`config.mk`:
```
export PLATFORM = sky130hd
export DESIGN_NAME = ascii_plc_request_frame_encoder_top
export DESIGN_NICKNAME = d
export VERILOG_FILES = /design/src/hw/rtl/apf_pkg.sv /design/src/hw/rtl/apf_front.sv /design/src/hw/rtl/apf_queue.sv /design/src/hw/rtl/apf_back.sv /design/src/hw/rtl/ascii_plc_request_frame_encoder_top.sv
export SDC_FILE = /design/constraint.sdc
export NUM_CORES = 1
export LEC_CHECK = 0
export BUFFER_PORTS_ARGS = -buffer_cell sky130_fd_sc_hd__buf_2
export CORE_MARGIN = 2
export CORE_UTILIZATION = 63
export DETAILED_ROUTE_END_ITERATION = 8
export GPL_TIMING_DRIVEN = 0
export PLACE_DENSITY = 0.8
export SLEW_MARGIN = 15
export SYNTH_ARGS = -nofsm -noshare
export SYNTH_HDL_FRONTEND = slang
export SYNTH_SLANG_ARGS = --single-unit
```
`constraint.sdc`:
```
create_clock -name clk -period 4.89 [get_ports clk]
set_input_delay 0.7335 -clock clk [delete_from_list [all_inputs] [get_ports clk]]
set_output_delay 0.7335 -clock clk [all_outputs]
set_load 0.02 [all_outputs]
```
`src/hw/rtl/apf_pkg.sv`:
```
// Shared types, constants and helper functions of the request frame encoder.
package apf_pkg;

	localparam int Q_DEPTH = 8;
	localparam int Q_AW    = $clog2(Q_DEPTH);

	localparam logic ACT_START = 1'b0;
	localparam logic ACT_DATA  = 1'b1;

	localparam logic [7:0] ENQ_BYTE = 8'h05;
	localparam logic [7:0] CR_BYTE  = 8'h0D;
	localparam logic [7:0] LF_BYTE  = 8'h0A;
	localparam logic [7:0] CH_0     = 8'h30;
	localparam logic [7:0] CH_F     = 8'h46;
	localparam logic [7:0] CH_W     = 8'h57;
	localparam logic [7:0] CH_B     = 8'h42;
	localparam logic [7:0] CH_R     = 8'h52;
	localparam logic [7:0] CH_D     = 8'h44;
	localparam logic [7:0] CH_M     = 8'h4D;

	localparam logic [13:0] ADDR_MOD = 14'd10000;

	// header byte positions
	localparam logic [3:0] HP_ENQ  = 4'd0;
	localparam logic [3:0] HP_ST0  = 4'd1;
	localparam logic [3:0] HP_ST1  = 4'd2;
	localparam logic [3:0] HP_PC0  = 4'd3;
	localparam logic [3:0] HP_PC1  = 4'd4;
	localparam logic [3:0] HP_CMD0 = 4'd5;
	localparam logic [3:0] HP_CMD1 = 4'd6;
	localparam logic [3:0] HP_WAIT = 4'd7;
	localparam logic [3:0] HP_DEV  = 4'd8;
	localparam logic [3:0] HP_A3   = 4'd9;
	localparam logic [3:0] HP_A2   = 4'd10;
	localparam logic [3:0] HP_A1   = 4'd11;
	localparam logic [3:0] HP_A0   = 4'd12;
	localparam logic [3:0] HP_CNT1 = 4'd13;
	localparam logic [3:0] HP_LAST = 4'd14;

	// trailer byte positions
	localparam logic [3:0] TP_SUM1 = 4'd0;
	localparam logic [3:0] TP_SUM0 = 4'd1;
	localparam logic [3:0] TP_CR   = 4'd2;
	localparam logic [3:0] TP_LF   = 4'd3;

	typedef enum logic [1:0] {
		BK_IDLE,
		BK_HDR,
		BK_TRL
	} apf_bk_state_t;

	typedef struct packed {
		logic       is_start;
		logic       wr;
		logic       word;
		logic       close;
		logic [3:0] d3;
		logic [3:0] d2;
		logic [3:0] d1;
		logic [3:0] d0;
		logic [7:0] cnt;
		logic [7:0] data;
	} apf_cmd_t;

	typedef struct packed {
		logic [3:0]  digit;
		logic [13:0] rest;
	} apf_dsplit_t;

	function automatic logic [7:0] hex_char(input logic [3:0] nib);
		logic [7:0] c;
		if (nib <= 4'd9) begin
			c = CH_0 + 8'(nib);
		end else begin
			c = 8'h37 + 8'(nib);
		end
		return c;
	endfunction

	// one decimal digit by parallel threshold compares
	function automatic apf_dsplit_t dec_split(input logic [13:0] v, input int unit);
		apf_dsplit_t r;
		r.digit = 4'd0;
		r.rest  = v;
		for (int k = 1; k <= 9; k++) begin
			if (v >= 14'(k * unit)) begin
				r.digit = 4'(k);
				r.rest  = v - 14'(k * unit);
			end
		end
		return r;
	endfunction

	function automatic logic [7:0] hdr_byte(input logic [3:0] idx, input apf_cmd_t c);
		logic [7:0] b;
		case (idx)
			HP_ENQ:          b = ENQ_BYTE;
			HP_ST0, HP_ST1:  b = CH_0;
			HP_PC0, HP_PC1:  b = CH_F;
			HP_CMD0:         b = c.word ? CH_W : CH_B;
			HP_CMD1:         b = c.wr ? CH_W : CH_R;
			HP_WAIT:         b = CH_0;
			HP_DEV:          b = c.word ? CH_D : CH_M;
			HP_A3:           b = CH_0 + 8'(c.d3);
			HP_A2:           b = CH_0 + 8'(c.d2);
			HP_A1:           b = CH_0 + 8'(c.d1);
			HP_A0:           b = CH_0 + 8'(c.d0);
			HP_CNT1:         b = hex_char(c.cnt[7:4]);
			HP_LAST:         b = hex_char(c.cnt[3:0]);
			default:         b = 8'h00;
		endcase
		return b;
	endfunction

endpackage

```
`src/hw/rtl/apf_front.sv`:
```
// Front end: accepts words, tracks the open write frame, converts the address to decimal.
module apf_front
	import apf_pkg::*;
(
	input  logic              clk,
	input  logic              arst_n,
	input  logic              push,
	output logic              full,
	input  logic              action,
	input  logic              is_write,
	input  logic              word_device,
	input  logic [13:0]       base_addr,
	input  logic [7:0]        word_count,
	input  logic [7:0]        data_char,
	input  logic [Q_AW:0]     q_count,
	output logic              q_push,
	output apf_cmd_t          q_wdata
);

	typedef struct packed {
		logic        is_start;
		logic        wr;
		logic        word;
		logic        close;
		logic [13:0] addr;
		logic [7:0]  cnt;
		logic [7:0]  data;
	} apf_s1_t;

	typedef struct packed {
		logic        is_start;
		logic        wr;
		logic        word;
		logic        close;
		logic [3:0]  d3;
		logic [9:0]  rest;
		logic [7:0]  cnt;
		logic [7:0]  data;
	} apf_s2_t;

	typedef struct packed {
		logic        is_start;
		logic        wr;
		logic        word;
		logic        close;
		logic [3:0]  d3;
		logic [3:0]  d2;
		logic [6:0]  rest;
		logic [7:0]  cnt;
		logic [7:0]  data;
	} apf_s3_t;

	logic [9:0]  chars_left_q, chars_left_d, cl_start;
	logic        acc, keep;
	logic [Q_AW+1:0] used;
	apf_s1_t     in_c, pl_s1;
	apf_s2_t     pl_s2;
	apf_s3_t     pl_s3;
	logic        valid_s1, valid_s2, valid_s3;
	apf_dsplit_t sp3, sp2, sp1;

	// credit check: every word in flight has a reserved queue slot
	assign used = (Q_AW+2)'(q_count) + (Q_AW+2)'(valid_s1) + (Q_AW+2)'(valid_s2)
		+ (Q_AW+2)'(valid_s3);
	assign full = used >= (Q_AW+2)'(Q_DEPTH);
	assign acc  = push && !full;

	assign cl_start = is_write ? (word_device ? {word_count, 2'b00} : {2'b00, word_count})
		: 10'd0;

	always_comb begin
		in_c.wr    = is_write;
		in_c.word  = word_device;
		in_c.addr  = (base_addr >= ADDR_MOD) ? (base_addr - ADDR_MOD) : base_addr;
		in_c.cnt   = word_count;
		in_c.data  = data_char;
		if (action == ACT_START) begin
			keep          = 1'b1;
			in_c.is_start = 1'b1;
			in_c.close    = (cl_start == 10'd0);
			chars_left_d  = cl_start;
		end else if (chars_left_q != 10'd0) begin
			keep          = 1'b1;
			in_c.is_start = 1'b0;
			in_c.close    = (chars_left_q == 10'd1);
			chars_left_d  = chars_left_q - 10'd1;
		end else begin
			// data outside an open write frame is dropped here
			keep          = 1'b0;
			in_c.is_start = 1'b0;
			in_c.close    = 1'b0;
			chars_left_d  = 10'd0;
		end
	end

	always_ff @(posedge clk or negedge arst_n) begin
		if (!arst_n) begin
			chars_left_q <= 10'd0;
			valid_s1     <= 1'b0;
			valid_s2     <= 1'b0;
			valid_s3     <= 1'b0;
		end else begin
			if (acc) begin
				chars_left_q <= chars_left_d;
			end
			valid_s1 <= acc && keep;
			valid_s2 <= valid_s1;
			valid_s3 <= valid_s2;
		end
	end

	assign sp3 = dec_split(pl_s1.addr, 1000);
	assign sp2 = dec_split({4'd0, pl_s2.rest}, 100);
	assign sp1 = dec_split({7'd0, pl_s3.rest}, 10);

	always_ff @(posedge clk) begin
		pl_s1 <= in_c;

		pl_s2.is_start <= pl_s1.is_start;
		pl_s2.wr       <= pl_s1.wr;
		pl_s2.word     <= pl_s1.word;
		pl_s2.close    <= pl_s1.close;
		pl_s2.d3       <= sp3.digit;
		pl_s2.rest     <= sp3.rest[9:0];
		pl_s2.cnt      <= pl_s1.cnt;
		pl_s2.data     <= pl_s1.data;

		pl_s3.is_start <= pl_s2.is_start;
		pl_s3.wr       <= pl_s2.wr;
		pl_s3.word     <= pl_s2.word;
		pl_s3.close    <= pl_s2.close;
		pl_s3.d3       <= pl_s2.d3;
		pl_s3.d2       <= sp2.digit;
		pl_s3.rest     <= sp2.rest[6:0];
		pl_s3.cnt      <= pl_s2.cnt;
		pl_s3.data     <= pl_s2.data;
	end

	assign q_push = valid_s3;

	always_comb begin
		q_wdata.is_start = pl_s3.is_start;
		q_wdata.wr       = pl_s3.wr;
		q_wdata.word     = pl_s3.word;
		q_wdata.close    = pl_s3.close;
		q_wdata.d3       = pl_s3.d3;
		q_wdata.d2       = pl_s3.d2;
		q_wdata.d1       = sp1.digit;
		q_wdata.d0       = sp1.rest[3:0];
		q_wdata.cnt      = pl_s3.cnt;
		q_wdata.data     = pl_s3.data;
	end

endmodule

```
`src/hw/rtl/apf_queue.sv`:
```
// Command queue between the front end and the byte sequencer.
module apf_queue
	import apf_pkg::*;
(
	input  logic          clk,
	input  logic          arst_n,
	input  logic          wr_en,
	input  apf_cmd_t      wdata,
	input  logic          rd_en,
	output apf_cmd_t      rdata,
	output logic          q_empty,
	output logic [Q_AW:0] count
);

	apf_cmd_t          mem_q [Q_DEPTH];
	logic [Q_AW-1:0]   wr_ptr_q, rd_ptr_q;
	logic [Q_AW:0]     count_q;

	assign rdata   = mem_q[rd_ptr_q];
	assign q_empty = (count_q == '0);
	assign count   = count_q;

	always_ff @(posedge clk) begin
		if (wr_en) begin
			mem_q[wr_ptr_q] <= wdata;
		end
	end

	always_ff @(posedge clk or negedge arst_n) begin
		if (!arst_n) begin
			wr_ptr_q <= '0;
			rd_ptr_q <= '0;
			count_q  <= '0;
		end else begin
			if (wr_en) begin
				wr_ptr_q <= wr_ptr_q + 1'b1;
			end
			if (rd_en) begin
				rd_ptr_q <= rd_ptr_q + 1'b1;
			end
			case ({wr_en, rd_en})
				2'b10:   count_q <= count_q + 1'b1;
				2'b01:   count_q <= count_q - 1'b1;
				default: count_q <= count_q;
			endcase
		end
	end

`ifndef SYNTHESIS
	a_no_overflow: assert property (@(posedge clk) disable iff (!arst_n)
		wr_en && !rd_en |-> count_q < (Q_AW+1)'(Q_DEPTH))
		else $error("queue overflow");
	a_no_underflow: assert property (@(posedge clk) disable iff (!arst_n)
		rd_en |-> count_q != '0)
		else $error("queue underflow");
	a_ptr_match: assert property (@(posedge clk) disable iff (!arst_n)
		count_q == '0 |-> wr_ptr_q == rd_ptr_q)
		else $error("queue pointers out of step");
`endif

endmodule

```
`src/hw/rtl/apf_back.sv`:
```
// Byte sequencer: expands commands into header, data and trailer bytes with checksum.
module apf_back
	import apf_pkg::*;
(
	input  logic        clk,
	input  logic        arst_n,
	input  logic        q_empty,
	input  apf_cmd_t    q_head,
	output logic        q_pop,
	output logic        empty,
	input  logic        pop,
	output logic [7:0]  out_byte,
	output logic        frame_end
);

	apf_bk_state_t st_q, st_d;
	logic [3:0]    idx_q, idx_d;
	logic [7:0]    sum_q, sum_d;
	apf_cmd_t      cmd_q, cmd_d;
	logic          ovalid_q;
	logic [7:0]    obyte_q;
	logic          oend_q;
	logic          adv, ld, le;
	logic [7:0]    lb, hb;

	assign adv = !ovalid_q || pop;
	assign hb  = hdr_byte(idx_q, cmd_q);

	always_comb begin
		st_d  = st_q;
		idx_d = idx_q;
		sum_d = sum_q;
		cmd_d = cmd_q;
		ld    = 1'b0;
		lb    = 8'h00;
		le    = 1'b0;
		q_pop = 1'b0;
		if (adv) begin
			case (st_q)
				BK_IDLE: begin
					if (!q_empty) begin
						q_pop = 1'b1;
						ld    = 1'b1;
						if (q_head.is_start) begin
							lb    = ENQ_BYTE;
							sum_d = 8'h00;
							cmd_d = q_head;
							idx_d = HP_ST0;
							st_d  = BK_HDR;
						end else begin
							lb    = q_head.data;
							sum_d = sum_q + q_head.data;
							if (q_head.close) begin
								idx_d = TP_SUM1;
								st_d  = BK_TRL;
							end
						end
					end
				end
				BK_HDR: begin
					ld    = 1'b1;
					lb    = hb;
					sum_d = sum_q + hb;
					if (idx_q == HP_LAST) begin
						idx_d = TP_SUM1;
						st_d  = cmd_q.close ? BK_TRL : BK_IDLE;
					end else begin
						idx_d = idx_q + 4'd1;
					end
				end
				BK_TRL: begin
					ld    = 1'b1;
					idx_d = idx_q + 4'd1;
					case (idx_q)
						TP_SUM1: lb = hex_char(sum_q[7:4]);
						TP_SUM0: lb = hex_char(sum_q[3:0]);
						TP_CR:   lb = CR_BYTE;
						default: begin
							lb    = LF_BYTE;
							le    = 1'b1;
							st_d  = BK_IDLE;
						end
					endcase
				end
				default: st_d = BK_IDLE;
			endcase
		end
	end

	always_ff @(posedge clk or negedge arst_n) begin
		if (!arst_n) begin
			st_q     <= BK_IDLE;
			idx_q    <= 4'd0;
			sum_q    <= 8'h00;
			ovalid_q <= 1'b0;
		end else begin
			st_q  <= st_d;
			idx_q <= idx_d;
			sum_q <= sum_d;
			if (ld) begin
				ovalid_q <= 1'b1;
			end else if (pop) begin
				ovalid_q <= 1'b0;
			end
		end
	end

	always_ff @(posedge clk) begin
		cmd_q <= cmd_d;
		if (ld) begin
			obyte_q <= lb;
			oend_q  <= le;
		end
	end

	assign empty     = !ovalid_q;
	assign out_byte  = obyte_q;
	assign frame_end = oend_q;

`ifndef SYNTHESIS
	a_pop_idle: assert property (@(posedge clk) disable iff (!arst_n)
		q_pop |-> st_q == BK_IDLE)
		else $error("command taken while sequencer busy");
	a_hdr_idx: assert property (@(posedge clk) disable iff (!arst_n)
		st_q == BK_HDR |-> (idx_q >= HP_ST0 && idx_q <= HP_LAST))
		else $error("header index out of range");
	a_trl_idx: assert property (@(posedge clk) disable iff (!arst_n)
		st_q == BK_TRL |-> idx_q <= TP_LF)
		else $error("trailer index out of range");
`endif

endmodule

```
`src/hw/rtl/ascii_plc_request_frame_encoder_top.sv`:
```
// Top level of the ASCII request frame encoder.
// A start word produces a frame header (ENQ, "00FF", command, "0", device letter, four
// address digits, two hex count digits); read frames and zero-count writes then close at
// once with two hex checksum digits, CR and LF (19 bytes). Each data word of an open write
// frame yields one byte, and the last one is followed by the trailer. Data words outside
// an open frame are dropped; a start word abandons an open frame. One word is accepted per
// cycle while the 8-entry command queue has room (credits cover the 3-stage front pipeline);
// bytes leave through a single output register at one per cycle while the receiver pops, so
// a start word yields 15 or 19 bytes, a data word one, or five when it closes the frame. With the
// output idle, the first byte of a word passes the front stages, the queue and the output register.
module ascii_plc_request_frame_encoder_top
	import apf_pkg::*;
(
	input  logic        clk,
	input  logic        arst_n,
	input  logic        push,
	output logic        full,
	input  logic        action,
	input  logic        is_write,
	input  logic        word_device,
	input  logic [13:0] base_addr,
	input  logic [7:0]  word_count,
	input  logic [7:0]  data_char,
	output logic        empty,
	input  logic        pop,
	output logic [7:0]  out_byte,
	output logic        frame_end
);

	logic          q_push, q_pop, q_empty;
	apf_cmd_t      q_wdata, q_head;
	logic [Q_AW:0] q_count;

	apf_front u_front (
		.clk         (clk),
		.arst_n      (arst_n),
		.push        (push),
		.full        (full),
		.action      (action),
		.is_write    (is_write),
		.word_device (word_device),
		.base_addr   (base_addr),
		.word_count  (word_count),
		.data_char   (data_char),
		.q_count     (q_count),
		.q_push      (q_push),
		.q_wdata     (q_wdata)
	);

	apf_queue u_queue (
		.clk     (clk),
		.arst_n  (arst_n),
		.wr_en   (q_push),
		.wdata   (q_wdata),
		.rd_en   (q_pop),
		.rdata   (q_head),
		.q_empty (q_empty),
		.count   (q_count)
	);

	apf_back u_back (
		.clk       (clk),
		.arst_n    (arst_n),
		.q_empty   (q_empty),
		.q_head    (q_head),
		.q_pop     (q_pop),
		.empty     (empty),
		.pop       (pop),
		.out_byte  (out_byte),
		.frame_end (frame_end)
	);

endmodule

```
==> impl_metrics.csv, run 1 <==
group,metric,value,unit
status,outcome,"completed",
final_layout,final_core_utilization,72.22,%
cts,clock-sinks,465,
timing,min_period,4225,ps
timing,hold_viol_final,0,
cts,cts_setup_buffers,0,
final_layout,final_area,23620,sq um
pwr,p_total,15.22,mW
global_route,grt_max_degree,39,
floorplanning,initial_utilization,64.16,%
pwr,peakVddDrop,0.0004859,V
setup_path,r2r-start,"u_back.idx_q[0]",
yosys,yosys_warnings,0,
min_path,min_path_cells,1,
min_path,hp-start,"data_char[0]",
setup_path,start_kind,"register",
final_layout,layout.cells.non_filler,2129,
drt,ant_nets,0,
yosys,synthArstFlopShare,8.172,%
global_route,antenna_found_initial,1,
setup_path,required,5320,ps
timing,slew_headroom,31.75,%
drt,via_per_inst,6.431,
global_route,grt_pass1_wl,77.29,mm
yosys,synth-seq-area-share,60.73,%
final_layout,areaGrowthSynthToFinish,12.57,%
global_route,grt_pass1_vias,13730,
cts,clk_latency,570,ps
yosys,synth_cell_types,90,
timing,fmax,236.7,MHz
cts,cts.reportedPaths.clkPinSlew,60,ps
floorplanning,core,32700,sq um
final_layout,final_nets,1778,
place,dp_hpwl,32.39,mm
timing,finalSetupViolCount,0,
timing,worst_hold_slack,269.1,ps
drt,drcViolationCount,0,
timing,layout_setup_ws,664.5,ps
setup_path,reg2reg_slack,660,ps
setup_path,crit_path_max_fanout,10,
yosys,syn-cell-area,20980,sq um
drt,drtPass1Iterations,6,
drt,totalWireLength,49.30,mm
place,port_buffers,47,
global_route,grt-ovfl-total,0,
place,gp_congestion,0.9513,
place,place_ws,783.3,ps
job,maxCapViolCount,0,
cts,ctsHoldBuffers,0,
timing,rsz0062_at_grt,"false",
drt,drtIter0Drc,1327,
floorplanning,die_w,186.5,um
drt,wl_per_cell,23.16,um
timing,slew_violations,0,
final_layout,antenna_cells,0,
setup_path,reg2reg_depth,14,
timing,fin_crit_sh,86.41,%
cts,clk_path_buf_depth,3,
cts,h-tree-depth,2,
cts,ctsResizeCount,0,
setup_path,worst_setup_path_end_kind,"register",
yosys,synth_fp_nets,1663,
timing,worstMarginPinSlew,1024,ps
final_layout,layout-drive-gt1-share,17.84,%
floorplanning,die_area,34780,sq um
timing,tns,0,ps
pwr,power_density,644.4,nW/um^2
yosys,synth_cells,1535,
global_route,track_usage,28.52,%
place,dp.cells,2044,
yosys,synth-edff-count,324,
cts,cts-buffers-inserted,46,
floorplanning,rows,66,
min_path,worst_hold_path_type,"in -> reg",
cts,cts_tree,"built",
floorplanning,io_pins,48,
cts,cts-root-buf,"clkbuf_16",
min_path,min_to,"u_front.pl_s1[0]",
yosys,synth_seq_cells,465,
floorplanning,die_h,186.5,um
drt,vias,13690,
yosys,synthFlopType,"edfxtp_1",
setup_path,worst-setup-path-type,"reg -> reg",
setup_path,critPathArrivalTime,4650,ps
setup_path,r2r-end,"u_back.sum_q[7]",
yosys,synth.avg_cell_area,13.67,sq um
pwr,cellLeakagePower,8.573,nW
place,placed_area,22060,sq um
timing,fin_worst_skew,19.72,ps
-- how the worst max path moves through the flow --
stage	from	endpoint	slack, ps	cells past startpoint
2_1_floorplan	u_queue.rd_ptr_q[0]	u_back.cmd_q[10]	1160	6
3_3_place_gp	u_front.q_push	u_queue.mem_q[4][19]	-1470	2
3_5_place_dp	u_back.idx_q[0]	u_back.sum_q[7]	780	14
4_1_cts	u_queue.rd_ptr_q[1]	u_back.sum_q[7]	740	12
5_1_grt	u_back.idx_q[0]	u_back.sum_q[7]	550	14
6_report	u_back.idx_q[0]	u_back.sum_q[7]	660	14
-- placed cells by master (no fill, tap or decap), types with 7 or more instances in the layout --
| cell type | count |
|---|---|
| a22oi_1 | 10 |
| xnor2_1 | 36 |
| clkbuf_16 | 47 |
| nand2b_1 | 13 |
| o21ai_0 | 64 |
| nor2b_1 | 9 |
| buf_1 | 9 |
| clkinv_2 | 8 |
| xor2_1 | 9 |
| o31ai_1 | 7 |
| and3_1 | 13 |
| o211ai_1 | 13 |
| a211oi_1 | 8 |
| nor4_1 | 9 |
| clkbuf_1 | 46 |
| or3_1 | 14 |
| mux4_2 | 72 |
| ha_1 | 86 |
| buf_4 | 14 |
| edfxtp_1 | 324 |
| nand3_1 | 31 |
| dfxtp_1 | 103 |
| a21boi_0 | 7 |
| o21a_1 | 9 |
| nor3_1 | 28 |
| o22ai_1 | 9 |
| a31oi_1 | 14 |
| nor2_1 | 102 |
| and2_1 | 9 |
| a21oi_1 | 90 |
| inv_1 | 60 |
| a21o_1 | 11 |
| buf_2 | 63 |
| nand4_1 | 7 |
| mux2i_1 | 9 |
| nand2_1 | 80 |
| mux2_2 | 42 |
| dfrtp_1 | 38 |
-- routing by layer --
metal | vias to the layer above | routed length (um) | GRT usage, %
li1 | 6123 | - | -
met1 | 6818 | 19310 | 36.66
met2 | 635 | 24960 | 49.43
met3 | 116 | 3137 | 4.326
met4 | 0 | 1889 | 10.84
met5 | - | 0 | 0
-- critical path, stage by stage, from the launching register on --
cell,delay (ps)
dfrtp_1,420
inv_1,110
ha_1,210
clkbuf_1,260
or3_1,500
a21oi_1,170
or2_2,130
nand4_1,250
ha_1,370
a21o_1,150
a21oi_1,240
o21bai_1,130
a2111oi_0,570
o41ai_1,220
or3_1,370
-- registers in the layout (all words and copies together) (netlist names), 7 cells and up --
name / cells
u_back.cmd_q: 27
u_back.out_byte: 8
u_back.sum_q: 8
u_front.chars_left_q: 10
u_front.pl_s1: 34
u_front.pl_s2: 34
u_front.pl_s3: 7
u_front.q_wdata: 28
u_queue.mem_q: 288
-- power breakdown --
part           internal, mW  total, mW  switching, mW  leakage (nW)
sequential             5.23       5.74          0.507          4.27
clock                  2.14       3.60           1.46         0.763
combinational          2.39       5.89           3.50          3.53
-- cell usage after synthesis, types with 8 or more instances --
cell type    n  share of area (%)
xor2_1       9               0.38
clkbuf_1    38               0.68
o211ai_1    13               0.47
a31oi_1     14               0.42
ha_1        86                5.1
nand3_1     31               0.74
inv_1       60                1.1
a211oi_1     8               0.29
mux2_2      42                2.3
buf_2       16               0.38
edfxtp_1   324                 46
o22ai_1      9               0.27
a21oi_1     90                2.1
a22oi_1     10               0.36
nor4_1       9               0.27
nand2b_1    13               0.39
buf_1        9               0.16
nor3_1      31               0.74
a21o_1      11               0.39
mux2i_1      9               0.43
nor2_1     108                1.9
dfrtp_1     38                4.5
dfxtp_1    103                9.8
mux4_2      72                7.7
or3_1       14               0.42
xnor2_1     36                1.5
nor2b_1      9               0.27
and3_1      13               0.39
o21a_1       9               0.32
and2_1       9               0.27
nand2_1     80                1.4
o21ai_0     64                1.5
-- cell type report --
| cell class | instances | area [sq um] |
|---|---|---|
| clock inverter | 27 | 312.8 |
| sequential | 465 | 12740 |
| multi-input combinational | 945 | 7797 |
| fill | 2082 | 9084 |
| timing repair buffer | 67 | 464.2 |
| clock buffer | 58 | 1247 |
| tap | 442 | 553.0 |
| buffer | 65 | 275.3 |
| inverter | 60 | 225.2 |
-- kinds of logic (layout without fill, tap and decap cells) --
| group | count (synthesis) | count (layout) | share of synthesized area, % |
|---|---|---|---|
| XOR/XNOR | 45 | 45 | 1.879 |
| AO/OA/AOI/OAI | 325 | 325 | 10.35 |
| multiplexers | 123 | 123 | 10.41 |
| flip-flops | 465 | 465 | 60.73 |
| buffers and inverters | 125 | 277 | 2.386 |
| adder cells (fa/ha/maj) | 91 | 91 | 5.606 |
| AND/OR/NAND/NOR | 361 | 361 | 8.630 |
Power figures use the tool's default switching activity.
==> inputs of run 2 (changes only) <==
--- a/config.mk
+++ b/config.mk
@@ -6,11 +6,12 @@
 export NUM_CORES = 1
 export LEC_CHECK = 0
 export BUFFER_PORTS_ARGS = -buffer_cell sky130_fd_sc_hd__buf_2
-export CORE_MARGIN = 2
-export CORE_UTILIZATION = 63
+export CELL_PAD_IN_SITES_DETAIL_PLACEMENT = 1
+export CELL_PAD_IN_SITES_GLOBAL_PLACEMENT = 1
+export CORE_UTILIZATION = 53
 export DETAILED_ROUTE_END_ITERATION = 8
 export GPL_TIMING_DRIVEN = 0
-export PLACE_DENSITY = 0.8
+export PLACE_DENSITY_LB_ADDON = 0.1
 export SLEW_MARGIN = 15
 export SYNTH_ARGS = -nofsm -noshare
 export SYNTH_HDL_FRONTEND = slang
==> run 2 against run 1 <==
Final cell count is 3.7% higher. Sequential share of layout area is 0.22 points lower. Via count is 1.3% lower. First-iteration DRC count is 33% lower. Die area is 16% higher. Clock-buffer cell count is 7 higher. Register-to-register slack better by 30 ps. Sequential cell count stayed put. Sequential power hardly changed. Largest power group unchanged. Power is 0.92% higher. Clock skew is 8.3 ps higher.
==> impl_metrics.csv, run 2 (same netlist as run 1, synthesis figures left out) <==
group,metric,value,unit
min_path,min_path_cells,1,
timing,slew_violations,0,
drt,drtIter0Drc,888,
timing,fmax,238.1,MHz
global_route,grt_pass1_wl,83.39,mm
drt,wl_per_cell,24.25,um
drt,totalWireLength,53.53,mm
drt,via_per_inst,6.123,
place,placed_area,22130,sq um
global_route,grt_use_met2,47.91,%
final_layout,layout.cells.most_common,"edfxtp_1",
final_layout,antenna_cells,0,
min_path,min_to,"u_front.pl_s1[0]",
final_layout,layout_common_cells,"edfxtp_1, dfxtp_1, nor2_1, a21oi_1, ha_1",
pwr,power_frac_comb,38.9,%
floorplanning,die_w,201.0,um
cts,cts.reportedPaths.clkPinSlew,60,ps
global_route,grt_pass1_vias,14470,
cts,cts-root-buf,"clkbuf_16",
pwr,clkPwrFrac,23.7,%
drt,vias,13510,
timing,worstMarginPinSlew,1049,ps
pwr,p_int,9.728,mW
timing,worst_hold_slack,247.2,ps
setup_path,start_kind,"register",
cts,ctsHoldBuffers,0,
final_layout,areaGrowthSynthToFinish,13.04,%
drt,ant_nets,0,
timing,fin_crit_sh,85.88,%
pwr,cellLeakagePower,8.573,nW
drt,drcViolationCount,0,
setup_path,reg2reg_depth,14,
setup_path,critPathArrivalTime,4660,ps
floorplanning,rows,72,
place,port_buffers,47,
floorplanning,initial_utilization,54.03,%
setup_path,worst_setup_path_end_kind,"register",
setup_path,r2r-start,"u_back.idx_q[0]",
cts,clk_latency,590,ps
floorplanning,die_area,40380,sq um
pwr,p_seq_share,37.4,%
floorplanning,core,38830,sq um
cts,clk_path_buf_depth,3,
min_path,worst_hold_path_type,"in -> reg",
global_route,grt_max_degree,39,
setup_path,crit_path_max_fanout,10,
pwr,peakVddDrop,0.0002640,V
status,outcome,"completed",
final_layout,reg.largest.list,"u_queue.mem_q: 288 flops, u_front.pl_s1: 34 flops, u_front.pl_s2: 34 flops",
global_route,use_met1,34.42,%
floorplanning,die_h,201.0,um
final_layout,largest_reg_flops,288,
timing,min_period,4199,ps
global_route,met3_usage,3.653,%
global_route,antenna_found_initial,1,
pwr,switching_share,36.67,%
setup_path,r2r-end,"u_back.sum_q[7]",
timing,fin_worst_skew,27.98,ps
place,dp_hpwl,36.87,mm
min_path,hp-start,"data_char[0]",
cts,cts_tree,"built",
timing,rsz0062_at_grt,"false",
drt,drtPass1Iterations,5,
cts,h-tree-depth,2,
setup_path,reg2reg_slack,690,ps
cts,ctsResizeCount,0,
pwr,switchingPower,5.632,mW
timing,slew_headroom,30.04,%
timing,hold_viol_final,0,
cts,cts-buffers-inserted,48,
job,maxCapViolCount,0,
cts,clock-sinks,465,
final_layout,final_nets,1777,
floorplanning,io_pins,48,
global_route,grt_busiest_layer,"met2",
final_layout,final_area,23720,sq um
setup_path,worst-setup-path-type,"reg -> reg",
global_route,track_usage,27.08,%
global_route,grt-ovfl-total,0,
final_layout,largest-register,"u_queue.mem_q",
pwr,power_density,647.7,nW/um^2
timing,finalSetupViolCount,0,
setup_path,required,5350,ps
place,gp_congestion,0.9215,
final_layout,layout-drive-gt1-share,18.24,%
cts,cts_setup_buffers,0,
==> run 2: cell count changes in the layout (fill, tap and decap cells not counted), sizes merged <==
| cell | before | now |
|---|---|---|
| buf | 94 | 91 |
| bufinv | 6 | 2 |
| clkbuf | 96 | 103 |
| clkinvlp | 2 | 5 |
| inv | 64 | 63 |
==> run 2: metal layers <==
metal / part of all wire [%] / wire length, um
met4: 2.8 / 1486
met1: 41 / 22100
met3: 4.0 / 2119
met5: 0 / 0
met2: 52 / 27820
==> run 2: cell type report <==
type	count	area (sq um)
Clock inverter	25	200.2
Inverter	60	225.2
Clock buffer	65	1390
Fill cell	3787	15110
Buffer	65	275.3
Timing Repair Buffer	64	437.9
Multi-Input combinational cell	945	7797
Sequential cell	465	12740
Tap cell	518	648.1
==> run 2: metrics by stage <==
stage,cells,power (mW),setup WS [ps],utilization [%],TNS [ps]
after floorplan,1535,9.801,1156,-,0
after global placement,2100,11.32,-1269,56.31,-91970
after detailed placement,2117,11.67,720.3,56.99,0
after CTS,2207,15.44,672.2,61.08,0
after global routing,2207,16.15,372.6,61.08,0
final,2207,15.36,690.6,61.08,0
==> run 2: how the worst max path moves through the flow <==
stage	startpoint	endpoint	cells past startpoint
floorplan	u_queue.rd_ptr_q[0]	u_back.cmd_q[10]	6
global route	u_back.idx_q[0]	u_back.sum_q[7]	14
finish	u_back.idx_q[0]	u_back.sum_q[7]	14
detailed placement	u_queue.rd_ptr_q[0]	u_back.sum_q[7]	12
CTS	u_queue.rd_ptr_q[1]	u_back.sum_q[7]	12
global placement	u_front.q_push	u_queue.mem_q[4][1]	2
==> run 2: critical path, cell delays in order, from the launching register on <==
cell and delay (ps):
dfrtp_1 420, inv_1 110, ha_1 200, clkbuf_1 250
or3_1 500, a21oi_1 170, or2_2 130, nand4_1 260
ha_1 390, a21o_1 160, a21oi_1 210, o21bai_1 130
a2111oi_0 600, o41ai_1 170, or3_1 370
==> run 2: power by group through the flow <==
| stage | sequential (mW) | clock (mW) | combinational (mW) |
|---|---|---|---|
| final | 5.74 | 3.64 | 5.98 |
| after global routing | 5.83 | 3.82 | 6.50 |
| after CTS | 5.74 | 3.70 | 6.00 |
| after detailed placement | 5.81 | 0 | 5.86 |
| after global placement | 5.78 | 0 | 5.54 |
| after floorplan | 5.68 | 0 | 4.12 |
